`config.mk`:
```
export PLATFORM = sky130hd
export DESIGN_NAME = chd_ram
export DESIGN_NICKNAME = d
export VERILOG_FILES = /design/src/rtl/chd_ram.sv
export SDC_FILE = /design/constraint.sdc
export NUM_CORES = 2
export LEC_CHECK = 0
export ABC_CLOCK_PERIOD_IN_PS = 2190
export BUFFER_PORTS_ARGS = -buffer_cell sky130_fd_sc_hd__buf_2
export CAP_MARGIN = 25
export CORE_MARGIN = 2
export CORE_UTILIZATION = 57
export DETAILED_ROUTE_END_ITERATION = 8
export GPL_TIMING_DRIVEN = 0
export MAX_ROUTING_LAYER = met4
export PLACE_DENSITY = 0.83
export RECOVER_POWER = 100
export REMOVE_ABC_BUFFERS = 1
export SYNTH_ARGS = -nofsm -noshare
export SYNTH_HDL_FRONTEND = slang
export SYNTH_SLANG_ARGS = --single-unit
export TNS_END_PERCENT = 10
```
`constraint.sdc`:
```
create_clock -name clk -period 2.19 [get_ports clk]
set_clock_uncertainty 0.05 [all_clocks]
set_input_delay 0.1095 -clock clk [delete_from_list [all_inputs] [get_ports clk]]
set_output_delay 0.1095 -clock clk [all_outputs]
set_load 0.01 [all_outputs]
```
`src/rtl/chd_ram.sv`:
```
// ----------------------------------------------------------------------------
// chd_ram: generic simple dual-port ram
// One write port, one read port with registered read data.
// ----------------------------------------------------------------------------
module chd_ram #(
  parameter int WIDTH = 8,
  parameter int DEPTH = 256
) (
  input  logic                     clk,
  input  logic                     we,
  input  logic [$clog2(DEPTH)-1:0] waddr,
  input  logic [WIDTH-1:0]         wdata,
  input  logic [$clog2(DEPTH)-1:0] raddr,
  output logic [WIDTH-1:0]         rdata
);

  logic [WIDTH-1:0] mem [0:DEPTH-1];

  always_ff @(posedge clk) begin
    if (we) begin
      mem[waddr] <= wdata;
    end
    rdata <= mem[raddr];
  end

endmodule

```
# Yosys cells after proc, flatten, opt, wreduce, memory -nomap -nowiden
# Memory sizes are Yosys's and may differ from the RTL's. A register that Yosys moved wholly into a read port is not among the register bits.
# Cells that the tools add are included.
dict set report totals {
  reg_bits 0
  mem_bits_rw 2048
  mem_count 1
}
# memory depth word_bits rd rd_ports_with_merged_regs write_ports line
set mem_list {}
lappend mem_list {mem 256 8 1 1 1 17} ;# logic [WIDTH-1:0] mem [0:DEPTH-1];
dict set report op_classes {
  mux 2
}
# cell n
set ops {}
lappend ops {{$mux W1} 2}

# Longest topological paths before layout
dict set report logic_depth {
  ltp_word 2
  mapped_depth 11
  ltp_nobuf 6
}

# Worst setup path before layout
# Ideal clock, no wire load.
dict set report synth_timing {
  path_kind {input to register}
  from {input raddr[0]}
  to {register rdata[2], read port of mem}
  required_ns 2.009
  setup_time_ns 0.131
  t_arrival_ns 1.916
  cell_stages 9
  path_slack_ns 0.093
  cell_sequence {buf_6 > buf_12 > buf_8 > buf_2 > mux4_2 > a22oi_1 > a21oi_1 > nor4_1 > nor4_2}
}
# item line
set synth_lines {}
lappend synth_lines {{from (decl)} 13} ;# input logic [$clog2(DEPTH)-1:0] raddr,
lappend synth_lines {{to (decl)} 14} ;# output logic [WIDTH-1:0] rdata

==> key figures <==
Yosys
  • Synth top area share: 77.3%
  • Cells after Synth: 3733
  • Ys Warns: 0
  • Avg Cell Area, Syn: 21.3 um^2
  • Post-Synthesis Cell Area: 79600 um^2
  • Synth area leaders: edfxtp_1 77%, mux4_2 13%, mux2i_1 1.7%, nor2_1 1.3%, a22oi_1 1.3%
  • Yosys cell types: 55
  • Synth Register Bits: 2056
  • Cell taking the most area after synthesis: edfxtp_1
  • Post-synth EDFFs: 2048
  • Async S/R FF share, synth: 0%
  • Dominant synthesized flop cell: edfxtp_1
  • Seq/Total Area, Yosys: 77.5%

Global route
  • Number of global-route vias before repair: 42400
  • Largest net degree at the start of global routing: 173
  • Initial antenna violation count: 10
  • First-pass GRT wire length: 313000 um
  • GRT overflow: 0
  • All-layer global routing usage: 32.2%

CTS
  • Total CTS buffers: 191
  • Latest clock arrival within the worst-skew pair: 0.85 ns
  • Root buffer cell: clkbuf_16
  • Depth of the CTS H-tree: 4
  • Maximum clock path buffer count: 3
  • CTS tree: built
  • Clock-pin slew on the worst setup and hold paths: 0.06 ns
  • Clk sink count: 2056

Critical path
  • WS Path Type: in -> reg
  • Worst r2r src: mem[100][4]$_DFFE_PP_
  • Arrival @ worst endpoint: 3.28 ns
  • Critical path capture point type: register
  • Crit start category: input pin
  • Flop2flop setup slack: -0.39 ns
  • Worst Reg-to-Reg Cells: 6
  • Critical Path Fanout Max: 25
  • RR Endpoint: rdata[4]$_DFF_P_
  • Req. time, crit path: 2.82 ns

Finish
  • Commonest non-fill, non-tap cells in the layout: 2048 x edfxtp_1, 455 x mux4_2, 210 x nor2_1
  • Area growth from synthesis to layout: 12.9%
  • Share of cells above drive strength 1: 25.6%
  • Fin area: 89800 um^2
  • Non-filler cells, final: 5873
  • Final nets: 3854
  • Commonest non-fill, non-tap cell in the layout: edfxtp_1
  • # fillers: 8231
  • Final core occ: 64.6%

Timing
  • Unrepaired setup endpoints after global routing: true
  • Hold Vio Cnt, Final: 0
  • Final Setup Violations: 1773
  • Crit path time final: 2.64 ns
  • Fin crit share: 121%
  • Measured slew at the worst slew-check pin: 2.10 ns
  • Setup WS post-layout: -0.453 ns
  • F_max: 378 MHz
  • Slew Limit Fails: 678
  • Max-slew headroom: -40.1%

Floorplanning
  • Starting Density: 57.2%
  • Num rows: 137
  • Chip Width: 378 um
  • Total die area: 143000 um^2
  • I/O pin cnt: 34
  • Core ar.: 139000 um^2
  • Die Ht: 378 um

Drt
  • Total wire length: 224000 um
  • Drt wl/cell: 38.2 um
  • Top Metal Used: met4
  • Met1 WL: 69500 um
  • Met3 routed WL: 29500 um
  • DR pass1 iterations: 6
  • DR DRC count: 0
  • Wire length on met2: 109000 um
  • Detailed Route Iter0 Violations: 8193
  • Vias per cell: 7.25
  • Routed via count: 42600
  • Final ANT Viol Nets: 0

Min path
  • Hold_sp: waddr[2]
  • Worst Hold Depth: 4
  • Hold Path Class: in -> reg
  • Worst Hold Endpoint: mem[202][7]$_DFFE_PP_

Place
  • Port Buf Inserts: 33
  • GP Congestion: 0.820
  • Placed Cells: 5464
  • DP Worst Slack: -2.70 ns
  • Placement Cell Area: 82100 um^2
  • Dpl hpwl: 110000 um

Run
  • Maximum Capacitance Violations: 5

Outcome
  • Violated checks: capacitance limit, slew limit, setup timing
  • Status: complete, but fails checks

Pwr
  • Static leakage: 27.6 nW
  • P per Cell Area: 912 nW/um^2
  • Max VDD drop: 0.00106 V
-- worst max-delay path, stage by stage --
cell and delay (ns):
buf_2 0.74, nand2b_1 0.80, a211oi_1 0.68, a311oi_4 0.21, o221ai_2 0.15, a211oi_4 0.13
nor4_4 0.37
-- what timing repair did --
item / in CTS / in global routing
cloned: 21 / 0
endpoints found under the setup margin: 449 / 883
setup buffers: 6 / 5
endpoints found under the hold margin: 919 / 0
gates resized for setup: 118 / 87
pin swaps: 22 / 19
hold buffers: 15 / 0
-- how the worst max path moves through the flow --
| stage | from | to |
|---|---|---|
| finish | raddr[5] | rdata[3]$_DFF_P_ |
| global route | raddr[0] | rdata[6]$_DFF_P_ |
| CTS | mem[131][4]$_DFFE_PP_ | rdata[4]$_DFF_P_ |
| detailed placement | raddr[0] | rdata[1]$_DFF_P_ |
| global placement | raddr[0] | rdata[1]$_DFF_P_ |
| floorplan | raddr[2] | rdata[6]$_DFF_P_ |
-- synth_stat cells, drive strengths merged, types with 2 or more instances --
cell	instances
a211oi	16
a21oi	96
a311oi	2
o21ai	12
nor3	22
or2	4
nand3b	2
nor2b	31
o221ai	47
nand3	34
mux2i	134
nand2	33
nand4	10
o22ai	28
buf	122
clkbuf	111
a31oi	2
o22a	5
o32ai	5
and2	6
a221oi	14
a22o	8
nand2b	8
mux4	456
o211ai	10
and3b	2
nor2	282
edfxtp	2048
a22oi	133
a2111oi	5
nor4	27
dfxtp	8
-- stage by stage --
stage	hold WS [ns]	TNS (ns)	total power, mW
after floorplan	0.158	-2.69	45.8
after global placement	0.462	-7166.22	49.0
after detailed placement	0.454	-1460.92	48.0
after CTS	0.0607	-17.66	81.4
after global routing	0.117	-232.50	83.2
final	0.109	-201.92	81.9
-- power breakdown --
| group | switching [mW] | total (mW) | internal, mW |
|---|---|---|---|
| logic | 2.97 | 4.52 | 1.55 |
| registers | 0.0469 | 43.4 | 43.4 |
| clock network | 15.0 | 34.0 | 19.0 |
| total | 18.0 | 81.9 | 63.9 |
-- cells by family after synthesis --
| group | count (synthesis) | share of synthesized area (%) |
|---|---|---|
| simple gates | 466 | 2.63 |
| buf+inv | 235 | 1.83 |
| compound gates | 385 | 3.42 |
| flops | 2056 | 77.5 |
| mux | 591 | 14.6 |
-- area by class of cell --
| cell class | instances | area (um^2) | area share (%) |
|---|---|---|---|
| well taps | 1876 | 2350 | 2.61 |
| inverters | 2 | 12.5 | 0.0139 |
| clock inverters | 116 | 1180 | 1.32 |
| multi-input cells | 1442 | 17400 | 19.4 |
| diodes | 10 | 25.0 | 0.0279 |
| repair buffers | 135 | 2110 | 2.35 |
| flip-flops and latches | 2056 | 61700 | 68.6 |
| clock buffers | 236 | 5080 | 5.65 |
-- layer usage --
layer	GRT usage (%)	vias to the layer above
met5	-	-
met4	18.7	0
met3	7.90	970
met2	50.1	4114
met1	38.8	21600
li1	-	15900
-- registers in the layout (all words and copies together), names as in the netlist --
| register | count |
|---|---|
| rdata | 8 |
| mem | 2048 |
No activity file was read; power rests on OpenSTA's default activity.
