==> config.mk <==
export PLATFORM = sky130hd
export DESIGN_NAME = chd_cell
export DESIGN_NICKNAME = d
export VERILOG_FILES = /design/src/rtl/chd_pkg.sv /design/src/rtl/chd_cell.sv
export SDC_FILE = /design/constraint.sdc
export NUM_CORES = 1
export LEC_CHECK = 0
export BUFFER_PORTS_ARGS = -buffer_cell sky130_fd_sc_hd__buf_2
export CELL_PAD_IN_SITES_DETAIL_PLACEMENT = 1
export CELL_PAD_IN_SITES_GLOBAL_PLACEMENT = 1
export CORE_ASPECT_RATIO = 0.75
export CORE_UTILIZATION = 43
export CTS_BUF_LIST = sky130_fd_sc_hd__clkbuf_8
export DETAILED_ROUTE_END_ITERATION = 10
export PLACE_DENSITY = 0.85
export REMOVE_ABC_BUFFERS = 1
export SLEW_MARGIN = 20
export SYNTH_ARGS = -nofsm -noshare
export SYNTH_HDL_FRONTEND = slang
export SYNTH_SLANG_ARGS = --single-unit
==> constraint.sdc <==
create_clock -name clk -period 8.4 [get_ports clk]
set_input_delay 0.42 -clock clk [delete_from_list [all_inputs] [get_ports clk]]
set_output_delay 0.42 -clock clk [all_outputs]
set_load 0.02 [all_outputs]
==> src/rtl/chd_pkg.sv <==
// ----------------------------------------------------------------------------
// chd_pkg: shared types and constants of the canonical huffman decoder
// Field widths, mode and status codes, and the token that walks the cell chain.
// ----------------------------------------------------------------------------
package chd_pkg;

  localparam int MAX_CODE_LEN_DEF = 16;
  localparam int ALPHABET_DEF     = 256;

  localparam int WINDOW_BITS = 16;
  localparam int MODE_W      = 2;
  localparam int INDEX_W     = 8;
  localparam int COUNT_W     = 9;
  localparam int SYM_W       = 8;
  localparam int LEN_W       = 5;
  localparam int STATUS_W    = 2;
  // one bit above the window so a saturated code never matches
  localparam int CODE_W      = WINDOW_BITS + 1;
  // holds 31 lengths of 511 codes plus an offset inside one length
  localparam int ACC_W       = 14;

  localparam logic [MODE_W-1:0] MODE_COUNT  = 2'd0;
  localparam logic [MODE_W-1:0] MODE_SYMBOL = 2'd1;
  localparam logic [MODE_W-1:0] MODE_DECODE = 2'd2;

  localparam logic [STATUS_W-1:0] ST_DECODED = 2'd0;
  localparam logic [STATUS_W-1:0] ST_NOMATCH = 2'd1;
  localparam logic [STATUS_W-1:0] ST_LOADED  = 2'd2;

  typedef struct packed {
    logic                   valid;
    logic [WINDOW_BITS-1:0] window;
    logic [CODE_W-1:0]      code;
    logic [ACC_W-1:0]       acc;
    logic                   hit;
    logic [ACC_W-1:0]       pos;
    logic [LEN_W-1:0]       len;
  } tok_t;

endpackage

==> src/rtl/chd_cell.sv <==
// ----------------------------------------------------------------------------
// chd_cell: one code length of the canonical walk
// Holds the code count of its length, tests the token's window against its
// code range and hands the updated token to the next cell.
// ----------------------------------------------------------------------------
module chd_cell #(
  parameter int LEN = 1
) (
  input  logic                         clk,
  input  logic                         rst,
  input  logic                         cnt_we,
  input  logic [chd_pkg::COUNT_W-1:0]  cnt_wdata,
  input  chd_pkg::tok_t                tok_in,
  output chd_pkg::tok_t                tok_out
);

  import chd_pkg::*;

  logic [COUNT_W-1:0]  cnt;
  logic [CODE_W-1:0]   w;
  logic [CODE_W-1:0]   diff;
  logic                here;
  logic [CODE_W:0]     sum;
  logic [CODE_W+1:0]   shifted;
  tok_t                tok_next;

  always_ff @(posedge clk) begin
    if (rst) begin
      cnt <= '0;
    end else if (cnt_we) begin
      cnt <= cnt_wdata;
    end
  end

  generate
    if (LEN <= WINDOW_BITS) begin : g_cmp
      localparam int SHIFT = WINDOW_BITS - LEN;
      assign w = {1'b0, tok_in.window >> SHIFT};
    end else begin : g_nocmp
      // lengths past the window never match
      assign w = '0;
    end
  endgenerate

  assign diff = w - tok_in.code;
  assign here = (LEN <= WINDOW_BITS) && (w >= tok_in.code) &&
                (diff < CODE_W'(cnt));
  assign sum     = {1'b0, tok_in.code} + (CODE_W+1)'(cnt);
  assign shifted = {sum, 1'b0};

  always_comb begin
    tok_next       = tok_in;
    tok_next.acc   = tok_in.acc + ACC_W'(cnt);
    // saturate: once the code passes the window range nothing further matches
    if (shifted[CODE_W+1:CODE_W] != 2'b00) begin
      tok_next.code = '1;
    end else begin
      tok_next.code = shifted[CODE_W-1:0];
    end
    if (!tok_in.hit && here) begin
      tok_next.hit = 1'b1;
      tok_next.pos = tok_in.acc + ACC_W'(diff[COUNT_W-1:0]);
      tok_next.len = LEN_W'(LEN);
    end
  end

  always_ff @(posedge clk) begin
    if (rst) begin
      tok_out.valid <= 1'b0;
    end else begin
      tok_out <= tok_next;
    end
  end

endmodule

# Word level (Yosys, flattened, before mapping)
# Index checks and enable logic that the tools add are counted.
[totals]
register_bits = 77
output_inout_bits = 68
[classes]
add_sub_neg = 4
magnitude_cmp = 2
mux = 2
reduce_logical = 4
[ops]
columns = ["operator", "count"]
rows = [
  ["$add A14 B9 Y14", 2],
  ["$mux W19", 1],
  ["$add A17 B9 Y18", 1],
  ["$ge A1 B17 Y1", 1],
  ["$lt A17 B9 Y1", 1],
  ["$sub A1 B17 Y17", 1],
  ["$logic_and A1 B1 Y1", 2],
  ["$reduce_bool A2 Y1", 1],
  ["$logic_not A1 Y1", 1],
  ["$mux W1", 1],
]

# Logic depth before layout (Yosys ltp)
[depth]
depth_word = 5
depth_mapped = 15
ltp_nobuf = 14

# Worst setup path before layout
# Ideal clock, no wire load.
[synth_timing]
path_kind = "input-to-reg"
startpoint = "input tok_in[66] (netlist bit)"
endpoint = "register tok_out[14] (netlist bit), data pin"
setup_ns = 0.266
arrival_ns = 2.770
setup_slack_ns = 5.364
cell_stages = 12
path_cell_list = "inv_1 ha_1 inv_1 ha_1 inv_1 or3_1 xor2_1 ha_1 or4_1 a221oi_2 xor2_1 o21ai_0"
[synth_lines]
columns = ["element", "line_no", "rtl"]
rows = [
  ["start, declared", "chd_cell.sv:13", "input chd_pkg::tok_t tok_in,"],
  ["end signal, assigned", "chd_cell.sv:71", "tok_out <= tok_next;"],
  ["end, declared", "chd_cell.sv:14", "output chd_pkg::tok_t tok_out"],
]

# Worst setup path after layout
[layout_timing]
startpoint = "register cnt[0]"
endpoint = "register tok_out[38] (netlist bit), data pin"
[layout_via]
elab_chain_len = 2
[layout_rtl]
columns = ["element", "line_no", "rtl"]
rows = [
  ["start, declared", "chd_cell.sv:19", "logic [COUNT_W-1:0] cnt;"],
  ["start signal, assigned", "chd_cell.sv:31", "cnt <= cnt_wdata;"],
  ["$add A17 B9 Y18 (*)", "chd_cell.sv:48", "assign sum = {1'b0, tok_in.code} + (CODE_W+1)'(cnt);"],
  ["$reduce_bool A2 Y1", "chd_cell.sv:55", "if (shifted[CODE_W+1:CODE_W] != 2'b00) begin"],
]
# Mark *: on every way between the ends. The rest lies on a longest branch, timed or not.
# A chain may end at the register's enable or synchronous reset.

==> results.cfg <==
[yosys]
yosysUniqueCellTypes = 48
netlist_top_cells_count = edfxtp_1, ha_1, nand2_1, o21ai_0, inv_1
async_flop_share_pct = 0
synth_edf_count = 67
synth_area_leader_cell = edfxtp_1
synth_area_um2 = 4460
syn_inst = 402
ys_top_cells_by_area = edfxtp_1, ha_1, xnor2_1, dfxtp_1, o21ai_0
avgSynthCellArea_um2 = 11.1
ys.flop_type = edfxtp_1
yosys_warnings = 0
ys_seq_area_share_pct = 49.6
synth.most_common_cell = edfxtp_1
synth_seq_cells = 77
synth_top_area_share_pct = 45.1

[timing]
slew_headroom_pct = 49.2
fin_worst_skew_ps = 11.0
rsz0062_at_grt = false
worstMarginPinSlew_ps = 747
finalCriticalPeriod_ps = 3370
slew_violations = 0
tns_ps = 0
fmax_ghz = 0.297
setup_viol = 0
hold_violations = 0
timing.final.crit_share_pct = 40.1

[clock_network]
clock_sinks = 77
insertion_delay_ps = 370
cts_tree = built
cts_root_buf = clkbuf_8
postCtsSetupRepairBufs = 0
cts_buffers = 9
ctsHtreeMaxLevel = 3
path_clk_slew_ps = 80
ctsHoldBuffers = 0
cts_resized = 0
clockBufferDepth = 2

[setup_path]
cpMaxStageDelayCell = mux2i_2
cpPeakStageDelay_ps = 690
cp.required_ps = 8470
cp_top_family = compound AO/OA/AOI/OAI gates
worstSetupPathType = register to register
cp-end-kind = register
path_common_cell = a21oi_1
cp.buffers_inverters = 1
cp_cell_sequence = ha_1 > inv_1 > fa_1 > nand2b_1 > a21oi_1 > o31ai_1 > a21oi_1 > mux2i_2 > o21ai_0
worst_ep_arrival_time_ps = 3430
crit_path_start_kind = register
crit_fanout = 13

[final_layout]
area.growth.synth_to_final_pct = 23.8
nets = 672
diodes = 0
finish.instance_area_um2 = 5520
drive_gt1_share_pct = 31.1
final_util_pct = 56.0
fillCellCount = 1135

[floorplan]
row_count = 31
ios = 148
start_util_pct = 45.3
die_w_um = 120
die_h_um = 90.2
dieArea_um2 = 10800
core_region_area_um2 = 9850

[worst_hold_path]
hp-class = primary input to register

[drt]
drc = 0
drt_iter0_drc = 263
ant_nets = 0
viasPerCell = 5.45
drt_wl_total_um = 12700
drtPass1Iterations = 4
vias = 3753
wl_per_cell_um = 18.5

[placed_design]
globalplace.congestion = 0.839
postPlaceCellArea_um2 = 5320
dp_hpwl_um = 9790
portBuffers = 147

[outcome]
status = finished clean

[global_route]
antenna_found_initial = 0
grt_max_degree = 42
grt_usage_pct = 24.5
grt_pass1_wl_um = 20400
grt_pass1_vias = 3954
grt.overflow.total = 0

[power]
powerDensity_nw_per_um2 = 177
ir_worst_vdd_mv = 0.0872
leakage_nw = 2.38

[job]
cap_violations = 0
## cells by family (layout without fill, tap and decap cells)
logic type | after synthesis | in the layout | synth area share [%]
adder cells (fa/ha/maj) | 40 | 40 | 11.7
flip-flops | 77 | 77 | 49.6
buffers and inverters | 34 | 189 | 3.09
AND/OR/NAND/NOR | 112 | 112 | 12.7
multiplexers | 12 | 12 | 2.83
AO/OA/AOI/OAI | 91 | 91 | 13.0
XOR/XNOR | 36 | 36 | 7.07
## worst reg2reg max path, delay by kind of cell (launching register included)
kind | cells | cell delay [ps]
compound gates | 4 | 1080
flops | 1 | 410
mux | 1 | 690
simple gates | 1 | 180
fa+ha+maj | 2 | 640
buf+inv | 1 | 70
## where the power goes
group	switching [mW]	internal, mW	total, mW
clock network	0.148	0.136	0.285
registers	0.00997	0.450	0.460
logic	0.145	0.0888	0.233
## worst paths after layout
check / from / to / slack (ps) / depth (start not counted)
max: cnt[0] / tok_out[38] / 5030 / 9
min: tok_in[61] / tok_out[61] / 230 / 1
max reg2reg: cnt[0] / tok_out[38] / 5030 / 9
min reg2reg: cnt[4] / cnt[4] / 570 / 2
## cells in the final DEF (no fill, tap or decap), types with 5 or more instances in the layout
cell type / instances
a211oi_1: 10
a21o_1: 6
a21oi_1: 19
a31oi_1: 5
buf_2: 147
clkbuf_8: 9
dfxtp_1: 10
edfxtp_1: 67
ha_1: 37
inv_1: 25
mux2i_1: 9
nand2_1: 35
nand2b_1: 11
nand3_1: 10
nor2_1: 21
nor2b_1: 5
o21ai_0: 28
o21bai_1: 5
xnor2_1: 23
xor2_1: 13
## area by class of cell
cell class	count	area, um2	area share [%]
Sequential cell	77	2210	40.1
Multi-Input combinational cell	291	2110	38.3
Timing Repair Buffer	148	743	13.5
Tap cell	132	165	2.99
Clock buffer	9	124	2.24
Inverter	25	93.8	1.70
Clock inverter	7	67.6	1.22
## sequential cells by signal, summed over array words and instances, names as in the netlist
| register | count |
|---|---|
| cnt | 9 |
| tok_out | 68 |
## layer usage
layer	global-route usage [%]	vias to the layer above	wire length [um]	share of wire [%]
met5	0	-	0	0
met4	7.19	0	165	1.3
met3	5.52	18	733	5.8
met2	41.8	125	6310	50
met1	31.1	1824	5530	43
li1	-	1786	-	-
## through the flow
| stage | cells | setup WS (ps) | hold slack [ps] | power, mW |
|---|---|---|---|---|
| global route | 689 | 4720 | 196 | 1.03 |
| floorplan | 393 | 5200 | 492 | 0.611 |
| detailed placement | 673 | 4550 | 562 | 0.699 |
| global placement | 673 | 4670 | 549 | 0.687 |
| CTS | 689 | 4760 | 206 | 0.985 |
| finish | 689 | 5030 | 228 | 0.978 |
Note: power is estimated with default switching activity, not from simulation.
